--- config.mk ---
export PLATFORM = sky130hd
export DESIGN_NAME = mhs_ctrl
export DESIGN_NICKNAME = d
export VERILOG_FILES = /design/src/rtl/core/mhs_pkg.sv /design/src/rtl/core/mhs_ctrl.sv
export VERILOG_INCLUDE_DIRS = /design/src /design/src/rtl/core
export SDC_FILE = /design/constraint.sdc
export NUM_CORES = 1
export LEC_CHECK = 0
export ABC_AREA = 0
export ABC_CLOCK_PERIOD_IN_PS = 2200
export BUFFER_PORTS_ARGS = -buffer_cell sky130_fd_sc_hd__buf_2
export CAP_MARGIN = 15
export CORE_MARGIN = 4
export CORE_UTILIZATION = 25
export CTS_CLUSTER_SIZE = 40
export DETAILED_ROUTE_END_ITERATION = 12
export HOLD_SLACK_MARGIN = 0.03
export PLACE_DENSITY = 0.44
export SYNTH_ARGS = -nofsm -noshare
export SYNTH_HDL_FRONTEND = slang
export SYNTH_SLANG_ARGS = --single-unit
--- constraint.sdc ---
create_clock -name aclk -period 2.2 [get_ports aclk]
set_input_delay 0 -clock aclk [delete_from_list [all_inputs] [get_ports aclk]]
set_output_delay 0 -clock aclk [all_outputs]
set_load 0.01 [all_outputs]
--- src/rtl/core/assert_macros.svh ---
// Assertion macros shared by the stepper core modules.
// Each macro expects aclk and aresetn in the including module.
`ifndef ASSERT_MACROS_SVH
`define ASSERT_MACROS_SVH

// Check a property on every rising clock edge outside reset.
`define ASSERT_CLK(label, prop, msg) \
    label: assert property (@(posedge aclk) disable iff (!aresetn) prop) \
        else $error(msg);

// Check that a condition holds in the cycle after a trigger.
`define ASSERT_NEXT(label, trig, prop, msg) \
    `ASSERT_CLK(label, (trig) |=> (prop), msg)

`endif

--- src/rtl/core/mhs_pkg.sv ---
// Shared types, constants and coil table of the half-step stepper core.
// No dependencies.
package mhs_pkg;

    localparam int DEF_NUM_GROUPS       = 7;
    localparam int DEF_NUM_PETALS       = 7;
    localparam int DEF_MOTORS_PER_PETAL = 8;

    localparam int MODE_W   = 2;
    localparam int IDX_W    = 9;
    localparam int PERIOD_W = 10;
    localparam int PHASE_W  = 3;
    localparam int CNT_W    = 11;
    localparam int PLANE_W  = 7;
    localparam int NUM_PLANES = 4;
    localparam int SLOT_W   = 6;

    localparam int S_TDATA_W = 24;
    localparam int M_TDATA_W = 40;

    localparam logic [PERIOD_W-1:0] RESET_PERIOD = PERIOD_W'(1000);
    localparam logic [PHASE_W-1:0]  RESET_PHASE  = PHASE_W'(1);

    localparam logic [NUM_PLANES-1:0] COIL_PATTERN [8] = '{
        4'h2, 4'hA, 4'h8, 4'h9, 4'h1, 4'h5, 4'h4, 4'h6
    };

    typedef enum logic [MODE_W-1:0] {
        MODE_TICK   = 2'd0,
        MODE_FADE   = 2'd1,
        MODE_SET    = 2'd2,
        MODE_RELOAD = 2'd3
    } mode_t;

    typedef enum logic [1:0] {
        ST_CLEAR,
        ST_IDLE,
        ST_PRIME,
        ST_RUN
    } ctrl_state_t;

    typedef struct packed {
        logic                dir;
        logic [CNT_W-1:0]    countdown;
        logic [PERIOD_W-1:0] target;
        logic [PERIOD_W-1:0] period;
        logic [PHASE_W-1:0]  phase;
    } chan_t;

    localparam chan_t RESET_CHAN = '{
        dir:       1'b0,
        countdown: '0,
        target:    '0,
        period:    RESET_PERIOD,
        phase:     RESET_PHASE
    };

    typedef struct packed {
        logic take;
        logic clear;
        logic rd_en;
        logic wr_en;
        logic out_load;
    } dp_cmd_t;

    typedef struct packed {
        mode_t mode;
        logic  set_ok;
        logic  out_free;
    } dp_status_t;

endpackage

--- src/rtl/core/mhs_ctrl.sv ---
// Sequencer of the stepper core: clearing pass, item intake and slot sweep.
// Depends on mhs_pkg and assert_macros.svh.
`include "assert_macros.svh"
module mhs_ctrl #(
    parameter int NUM_PETALS       = mhs_pkg::DEF_NUM_PETALS,
    parameter int MOTORS_PER_PETAL = mhs_pkg::DEF_MOTORS_PER_PETAL,
    localparam int SLOTS = NUM_PETALS * MOTORS_PER_PETAL,
    localparam int AW = (SLOTS > 1) ? $clog2(SLOTS) : 1
) (
    input  logic                aclk,
    input  logic                aresetn,
    input  logic                s_tvalid,
    output logic                s_tready,
    input  mhs_pkg::dp_status_t stat,
    input  logic [AW-1:0]       set_slot,
    output mhs_pkg::dp_cmd_t    cmd,
    output logic [AW-1:0]       rd_addr,
    output logic [AW-1:0]       wr_addr
);
    import mhs_pkg::*;

    localparam logic [AW-1:0] LAST_SLOT = AW'(SLOTS - 1);

    ctrl_state_t   state_reg, state_next;
    logic [AW-1:0] addr_reg, addr_next;
    logic          go;
    logic          sweep_end;

    assign go        = (stat.mode != MODE_TICK) || stat.out_free;
    assign sweep_end = (stat.mode == MODE_SET) || (addr_reg == LAST_SLOT);

    always_ff @(posedge aclk) begin
        if (!aresetn) begin
            state_reg <= ST_CLEAR;
            addr_reg  <= '0;
        end else begin
            state_reg <= state_next;
            addr_reg  <= addr_next;
        end
    end

    always_comb begin
        state_next = state_reg;
        unique case (state_reg)
            ST_CLEAR: begin
                if (addr_reg == LAST_SLOT) state_next = ST_IDLE;
            end
            ST_IDLE: begin
                if (s_tvalid) state_next = ST_PRIME;
            end
            ST_PRIME: begin
                if (stat.mode == MODE_SET && !stat.set_ok) state_next = ST_IDLE;
                else state_next = ST_RUN;
            end
            ST_RUN: begin
                if (go && sweep_end) state_next = ST_IDLE;
            end
            default: state_next = ST_IDLE;
        endcase
    end

    always_comb begin
        addr_next = addr_reg;
        unique case (state_reg)
            ST_CLEAR: addr_next = (addr_reg == LAST_SLOT) ? '0 : addr_reg + AW'(1);
            ST_IDLE:  addr_next = '0;
            ST_PRIME: addr_next = (stat.mode == MODE_SET) ? set_slot : '0;
            ST_RUN: begin
                if (go && !sweep_end) addr_next = addr_reg + AW'(1);
            end
            default: addr_next = '0;
        endcase
    end

    always_comb begin
        cmd      = '0;
        s_tready = 1'b0;
        rd_addr  = addr_reg;
        wr_addr  = addr_reg;
        unique case (state_reg)
            ST_CLEAR: begin
                cmd.clear = 1'b1;
                cmd.wr_en = 1'b1;
            end
            ST_IDLE: begin
                s_tready = 1'b1;
                cmd.take = s_tvalid;
            end
            ST_PRIME: begin
                rd_addr   = (stat.mode == MODE_SET) ? set_slot : '0;
                cmd.rd_en = (stat.mode != MODE_SET) || stat.set_ok;
            end
            ST_RUN: begin
                if (go) begin
                    cmd.wr_en    = 1'b1;
                    cmd.out_load = (stat.mode == MODE_TICK);
                    if (!sweep_end) begin
                        cmd.rd_en = 1'b1;
                        rd_addr   = addr_reg + AW'(1);
                    end
                end
            end
            default: begin
                cmd = '0;
            end
        endcase
    end

    `ASSERT_CLK(a_rw_apart, cmd.rd_en && cmd.wr_en |-> rd_addr != wr_addr,
        "read and write hit the same slot")
    `ASSERT_CLK(a_load_room, cmd.out_load |-> stat.out_free,
        "result loaded while output register is blocked")
    `ASSERT_NEXT(a_take_once, cmd.take, !cmd.take && !s_tready,
        "intake stayed open after a beat was taken")

endmodule

== Word level (Yosys, flattened, before mapping) ==
Index checks and enable logic that the tools add are counted.

* Logic and storage cells: 45
* Register bits after elaboration: 8
* Input port bits: 13
* Output and inout port bits: 18

* Reduce and logical (&&, ||, !) cells: 12
* Equal/unequal tests: 10
* Add/sub/neg operators: 1
* Muxes and demuxes: 20

{| class="wikitable"
|+ Operator list
! operator !! number
|-
| two-way mux 6 bit || 5
|-
| case mux 6 bit (4 select lines) || 1
|-
| case mux 6 bit (2 select lines) || 1
|-
| inequality test 2 bit, second input constant || 5
|-
| two-way mux 2 bit || 4
|-
| case mux 2 bit (4 select lines) || 1
|-
| adder 6 x 1 -> 6 bit, second input constant || 1
|-
| == test 2 bit, second input constant || 3
|-
| == test 6 bit, second input constant || 1
|-
| two-way mux 1 bit || 5
|-
| logical NOT 2 bit || 2
|-
| case mux 1 bit (2 select lines) || 2
|-
| logical AND 1 bit || 3
|-
| logical OR 1 bit || 3
|-
| two-way mux 3 bit || 1
|-
| AND reduction 3 bit || 1
|-
| == test 2 x 1 -> 1 bit, second input constant || 1
|-
| logical NOT 1 bit || 2
|-
| nonzero test 2 bit || 1
|}

== Logic depth before layout (Yosys ltp) ==
Gate-level depths: netlist (run 1).

* Depth in word-level cells: 6
* Gate-level depth with buffers: 8
* Depth with buffers taken out: 7

== Worst setup path after synthesis (run 1) ==
OpenSTA, ideal clock, no wires.

* Path kind: register to register
* Start point: reg addr_reg[0] (netlist: wr_addr[0])
* End point: reg state_reg[1]
* Path slack: 0.425 ns
* Stages on the path, launching flop included: 7
* Arrival: 1.659 ns
* Library setup time: 0.116 ns
* Period minus slack after synthesis: 1.775 ns
* Buffers on the path: 1
* Required time: 2.084 ns
* Path through: dfxtp_1 -> ha_1 -> clkbuf_1 -> a21boi_1 -> a21oi_1 -> a211oi_1 -> a41o_1

* Cells in the longest elaborated chain, start to end: 5
* Elaborated cells on any way between the ends: 6
* Classes of those cells: eq/ne (3); reduce/logical (3)

{| class="wikitable"
|+ Ends and longest elaborated chain
! what !! line !! RTL
|-
| from (decl) || mhs_ctrl.sv:25 || <nowiki>logic [AW-1:0] addr_reg, addr_next;</nowiki>
|-
| from (signal assigned) || mhs_ctrl.sv:38 || <nowiki>addr_reg <= addr_next;</nowiki>
|-
| == test 6 bit * || mhs_ctrl.sv:30, mhs_ctrl.sv:46 ||
|-
| logical OR 1 bit || mhs_ctrl.sv:30 || <nowiki>assign sweep_end = (stat.mode == MODE_SET) || (addr_reg == LAST_SLOT);</nowiki>
|-
| logical AND 1 bit || mhs_ctrl.sv:56 || <nowiki>if (go && sweep_end) state_next = ST_IDLE;</nowiki>
|-
| inequality test 2 bit (no source line) || n/a ||
|-
| AND reduction 3 bit (no source line) * || n/a ||
|-
| to (signal assigned) || mhs_ctrl.sv:37 || <nowiki>state_reg <= state_next;</nowiki>
|-
| to (decl) || mhs_ctrl.sv:24 || <nowiki>ctrl_state_t state_reg, state_next;</nowiki>
|}

Mark *: on every way between the ends. The rest lies on a longest branch, timed or not.
A chain may end at the register's enable or synchronous reset.

== Worst setup path after layout (run 1) ==
* Start point: reg addr_reg[3] (netlist: wr_addr[3])
* End point: out rd_addr[3]

* Cells in the longest elaborated chain, start to end: 5
* Elaborated cells on any way between the ends: 6
* Classes of those cells: add/sub (1); eq/ne (1); mux (3); reduce/logical (1)

{| class="wikitable"
|+ Ends and longest elaborated chain
! what !! line !! RTL
|-
| branches (longest 4 deep; another with adder 6 x 1 -> 6 bit) || n/a ||
|-
| case mux 6 bit (2 select lines) * || mhs_ctrl.sv:80 || <nowiki>unique case (state_reg)</nowiki>
|-
| to (decl) || mhs_ctrl.sv:17 || <nowiki>output logic [AW-1:0] rd_addr,</nowiki>
|}

Every way passes the cells marked *.

==> results of run 1 <==
==> area by class of cell <==
| class | instances | area, um2 |
|---|---|---|
| Tap cell | 44 | 55.1 |
| Timing Repair Buffer | 39 | 220 |
| Inverter | 8 | 30.0 |
| Clock buffer | 3 | 22.5 |
| Sequential cell | 8 | 163 |
| Multi-Input combinational cell | 91 | 621 |
| Fill cell | 356 | 1990 |
==> layer usage <==
metal | up-vias | GRT usage | routed length [um]
met5 | - | 0 | 0
met4 | 0 | 0.0155 | 0
met3 | 0 | 0.0410 | 209
met2 | 37 | 0.223 | 1240
met1 | 445 | 0.182 | 1270
li1 | 496 | - | -
==> metrics by stage <==
| step | cells | power (mW) | setup WS [ps] | area, um2 |
|---|---|---|---|---|
| after floorplan | 113 | 0.261 | 425 | 830 |
| after global placement | 189 | 0.340 | 339 | 1070 |
| after CTS | 193 | 0.462 | 65.9 | 1100 |
| final | 193 | 0.463 | 189 | 1110 |
| after global routing | 193 | 0.499 | 17.8 | 1110 |
| after detailed placement | 189 | 0.339 | 338 | 1070 |
==> cells by family (layout without fill, tap and decap cells) <==
family          after synthesis  after routing  synth area share
simple gates                 37             37             0.219
compound gates               45             45             0.397
buf+inv                      14             50            0.0664
flops                         8              8             0.193
xor+xnor                      2              2            0.0211
mux                           1              1            0.0136
fa+ha+maj                     6              6            0.0905
==> what timing repair did <==
item | in CTS | in global routing
hold buffers | 1 | 0
gates resized for setup | 0 | 5
setup endpoints to repair | 0 | 4
endpoints found under the hold margin | 1 | 0
==> synthesized netlist by cell type, types with 2 or more instances <==
| cell type | n |
|---|---|
| nand2_1 | 16 |
| buf_2 | 2 |
| ha_1 | 6 |
| inv_1 | 8 |
| a222oi_1 | 2 |
| nor2_1 | 6 |
| o211ai_1 | 3 |
| clkbuf_1 | 4 |
| a21oi_1 | 10 |
| dfxtp_1 | 8 |
| nand3_1 | 4 |
| a22oi_1 | 2 |
| o21ai_0 | 10 |
| a32oi_1 | 2 |
| nor3_1 | 3 |
==> final timing paths <==
path	start	end	slack, ps	cells after the start
max	wr_addr[3]	rd_addr[3]	190	5
min	aresetn	wr_addr[4]	70	2
max reg2reg	wr_addr[3]	wr_addr[3]	430	5
min reg2reg	state_reg[0]	state_reg[0]	590	2
==> power by group through the flow <==
stage,clock (mW),combinational (mW),sequential [mW]
floorplan,0,0.0875,0.174
global placement,0,0.170,0.170
detailed placement,0,0.169,0.170
CTS,0.123,0.172,0.167
global route,0.135,0.195,0.170
finish,0.123,0.172,0.168
==> placed cells by master, fill, tap and decap left out, types with 2 or more instances in the layout <==
cell type,n
o211ai_1,3
buf_2,30
clkbuf_4,3
nand2_1,16
a21oi_1,10
nor2_1,6
a222oi_1,2
a32oi_1,2
inv_1,8
dfxtp_2,2
buf_4,8
dfxtp_1,6
nand3_1,4
ha_1,4
a22oi_1,2
o21ai_0,10
nor3_1,3
ha_2,2
==> impl_metrics.tcl, run 1 <==
set metrics [dict create \
    synth_area_um2 830 \
    drtPass1Iterations 4 \
    power_density_nw_per_um2 416 \
    area_growth_pct 33.9 \
    ys_seq_area_frac 0.193 \
    yosys_warnings 0 \
    critPathMaxFanout 9 \
    drc 0 \
    cp-start-kind "flip-flop" \
    fin_crit_ps 2010 \
    synth_edf_count 0 \
    rsz0062_at_grt "false" \
    drive_above_1_share 0.349 \
    yosys.area.top_type_share 0.193 \
    ir_drop_v 0.000207 \
    synth_area_leaders "dfxtp_1, ha_1, nand2_1" \
    dpl.hpwl_um 2120 \
    fp.dieW_um 65.6 \
    rows 20 \
    diodes 0 \
    fmax_ghz 0.497 \
    cp_data_arrival_time_ps 2010 \
    h-tree-depth 1 \
    switchingPower_mw 0.166 \
    cts_buffers 3 \
    die_y_um 65.6 \
    drv_cap 0 \
    nNetsFinal 170 \
    via_per_inst 5.07 \
    critical-path-top-delay-family "compound AO/OA/AOI/OAI gates" \
    synth.avg_cell_area_um2 7.34 \
    syn_nets 132 \
    clkPwrFrac 0.265 \
    setup_viol 0 \
    seq_power_share 0.363 \
    initial_core_util 0.267 \
    clock_skew_ps 8.47 \
    ys.flop_type "dfxtp_1" \
    fin_hold_ws_ps 67.8 \
    numPortBuffers 30 \
    synthCells 113 \
    clk_latency_ps 260 \
    cts_tree "yes" \
    tns_ps 0 \
    netSwitchingFraction 0.358 \
    overflow 0 \
    gp_congestion 0.828 \
    worst_pin_slew_ps 448 \
    grt_max_degree 12 \
    largest_register_ffs 6 \
    ant_nets 0 \
    clock_sinks 8 \
    status "finished clean" \
    end_kind "output pin" \
    via_count 978 \
    antenna_found_initial 0 \
    slowest_stage "dfxtp_2" \
    core_um2 3100 \
    drt_wl_total_um 2710 \
    slew-limit-headroom 0.698 \
    dieArea_um2 4300 \
    hold_viol 0 \
    power_frac_comb 0.371 \
    crit_type "flip-flop to output pin" \
    clk_pin_slew_ps 70 \
    intPower_mw 0.297 \
    grt_pass1_vias 973 \
    cts.path.max_buffers 2 \
    synth_seq_cells 8 \
    clockRootBuffer "clkbuf_4" \
    hold_class "primary input to flip-flop" \
    dr.first_iter.drc_count 75 \
    final_util 0.358 \
    crit_chain "and4b_4 > a211o_1 > or2_1 > o311ai_1 > buf_2" \
    grt_pass1_wl_um 4690 \
    slew_viol_final 0 \
    cts_setup_buffers 0 \
    p_leak_nw 0.498 \
    crit_required_ps 2200 \
    slowest_delay_ps 410 \
    period_share 0.914 \
    async_flop_share 0 \
    num_io_pins 31 \
    synth_cell_types 42 \
    wl_per_cell_um 14.1 \
    yosys.area.top_type "dfxtp_1" \
    critPathBufInv 1 \
    groute.usage.overall 0.137 \
]
Power figures use the tool's default switching activity.
==> run 2, diff against run 1 <==
--- a/config.mk
+++ b/config.mk
@@ -8,14 +8,15 @@
 export LEC_CHECK = 0
 export ABC_AREA = 0
 export ABC_CLOCK_PERIOD_IN_PS = 2200
-export BUFFER_PORTS_ARGS = -buffer_cell sky130_fd_sc_hd__buf_2
 export CAP_MARGIN = 15
 export CORE_MARGIN = 4
 export CORE_UTILIZATION = 25
 export CTS_CLUSTER_SIZE = 40
 export DETAILED_ROUTE_END_ITERATION = 12
+export DONT_BUFFER_PORTS = 1
 export HOLD_SLACK_MARGIN = 0.03
-export PLACE_DENSITY = 0.44
+export PLACE_DENSITY = 0.36
+export REMOVE_ABC_BUFFERS = 1
 export SYNTH_ARGS = -nofsm -noshare
 export SYNTH_HDL_FRONTEND = slang
 export SYNTH_SLANG_ARGS = --single-unit
==> run 2 against run 1 <==
  * Fmax fell by 2.4%
  * Non-clock buffer count is 31 lower
  * Register-to-register slack worse by 90 ps
  * Clock power fell by 11%
  * Combinational power fell by 32%
  * Clock skew decreased by 7.5 ps
  * Cell count is 16% lower
  * Via count down 11%
  * Sequential power up 4%
  * Critical path type unchanged
  * Critical endpoint unchanged
  * Largest cell class unchanged
==> impl_metrics.tcl, run 2 (synthesis results as in run 1) <==
set metrics [dict create \
    status "finished clean" \
    overflow 0 \
    intPower_mw 0.263 \
    clock_skew_ps 0.956 \
    reg2reg_to "state_reg[1]" \
    hold_viol 0 \
    fmax_ghz 0.486 \
    crit_type "flip-flop to output pin" \
    seq_power_share 0.435 \
    cts.path.max_buffers 2 \
    num_io_pins 31 \
    ant_nets 0 \
    clk_pin_slew_ps 50 \
    final_common_cell "nand2_1" \
    dp.cells 157 \
    register_area_um2 160 \
    period_share 0.936 \
    worst_pin_slew_ps 617 \
    numPortBuffers 0 \
    rr_worst_depth 5 \
    area_growth_pct 14.5 \
    critPathBufInv 0 \
    grt_pass1_wl_um 4230 \
    grt_pass1_vias 854 \
    drtPass1Iterations 4 \
    fp.dieW_um 65.6 \
    clkPwrFrac 0.273 \
    critPathMaxFanout 9 \
    cts_setup_buffers 0 \
    via_count 875 \
    power_frac_comb 0.292 \
    p_leak_nw 0.358 \
    initial_core_util 0.267 \
    core_um2 3100 \
    place_area_um2 905 \
    cts_buffers 3 \
    hold_depth 3 \
    stdcell_count 162 \
    r2r-start "wr_addr[0]" \
    largest_register_ffs 6 \
    end_kind "output pin" \
    dpl.hpwl_um 2070 \
    tns_ps 0 \
    clock_sinks 8 \
    nNetsFinal 139 \
    whs_endpoint "wr_addr[3]" \
    drv_cap 0 \
    drc 0 \
    drt_wl_total_um 2630 \
    dieArea_um2 4300 \
    p_total_mw 0.401 \
    reg2reg_slack_ps 340 \
    hold_class "primary input to flip-flop" \
    power_density_nw_per_um2 423 \
    crit_chain "ha_2 > a211o_1 > or2_1 > o311ai_1" \
    grt_max_degree 12 \
    groute.usage.overall 0.125 \
    clk_latency_ps 250 \
    crit_required_ps 2200 \
    slew-limit-headroom 0.586 \
    slowest_stage "o311ai_1" \
    dr.first_iter.drc_count 42 \
    final_util 0.306 \
    setup_viol 0 \
    via_per_inst 5.40 \
    h-tree-depth 1 \
    critical-path-top-delay-family "compound AO/OA/AOI/OAI gates" \
    gp_congestion 0.774 \
    netSwitchingFraction 0.344 \
    fin_crit_ps 2060 \
    min_from "aresetn" \
    cp-start-kind "flip-flop" \
    rsz0062_at_grt "false" \
    ir_drop_v 0.000191 \
    die_y_um 65.6 \
    fillers 361 \
    slew_viol_final 0 \
    multiInputGateArea_um2 617 \
    drive_above_1_share 0.136 \
    antenna_found_initial 0 \
    crit_path_start "wr_addr[0]" \
    clockRootBuffer "clkbuf_4" \
    wl_per_cell_um 16.3 \
    diodes 0 \
    final_cell_area_um2 950 \
    rows 20 \
    cp_data_arrival_time_ps 2060 \
    switchingPower_mw 0.138 \
    slowest_delay_ps 470 \
    final_cell_mix "nand2_1, o21ai_0, a21oi_1, inv_1, dfxtp_1" \
    cts_tree "yes" \
]
## run 2: cell count changes in the layout (fill, tap and decap cells not counted), sizes merged
| cell | delta |
|---|---|
| dlygate4sd3 | +1 |
| buf | -32 |
## run 2: power by group through the flow
stage / Sequential, mW / Clock (mW) / Combinational, mW
after floorplan: 0.176 / 0 / 0.0831
after global placement: 0.177 / 0 / 0.113
after detailed placement: 0.177 / 0 / 0.112
after global routing: 0.177 / 0.121 / 0.132
final: 0.175 / 0.110 / 0.117
after CTS: 0.174 / 0.116 / 0.117
## run 2: per-stage QoR
step | setup slack (ps) | hold WS (ps)
after CTS | 12.3 | 30.2
after global placement | 312 | 57.0
after global routing | 18.4 | 43.8
after detailed placement | 240 | 59.4
final | 141 | 29.5
after floorplan | 491 | 50.7
## run 2: worst max path at each step
stage	end	cells after the start	slack, ps
finish	rd_addr[3]	4	140
global placement	rd_addr[3]	4	310
detailed placement	state_reg[1]	5	240
global route	rd_addr[4]	5	20
CTS	rd_addr[3]	4	10
floorplan	rd_addr[4]	6	490
## run 2: final cells by class
cell class,count,area share
multi-input combinational,91,0.650
timing repair buffer,8,0.0685
inverter,8,0.0316
tap,44,0.0580
sequential,8,0.169
clock buffer,3,0.0237
## run 2: routing by layer
metal  vias up  part of all wire  wire length [um]  GRT usage
met5         -                 0                 0          0
met4         0             0.014                36     0.0466
met3         5             0.075               197     0.0325
met2        26              0.48              1260      0.212
met1       410              0.43              1140      0.151
li1        434                 -                 -          -
## run 2: repair_timing
item	4_1_cts	5_1_grt
hold buffers	2	0
setup endpoints to repair	0	2
endpoints found under the hold margin	8	0
gates resized for setup	0	1
## run 2: tightest hold or removal path, delay by kind of cell
kind             cells  cell delay (ps)
AO/OA/AOI/OAI        2              220
AND/OR/NAND/NOR      1               30
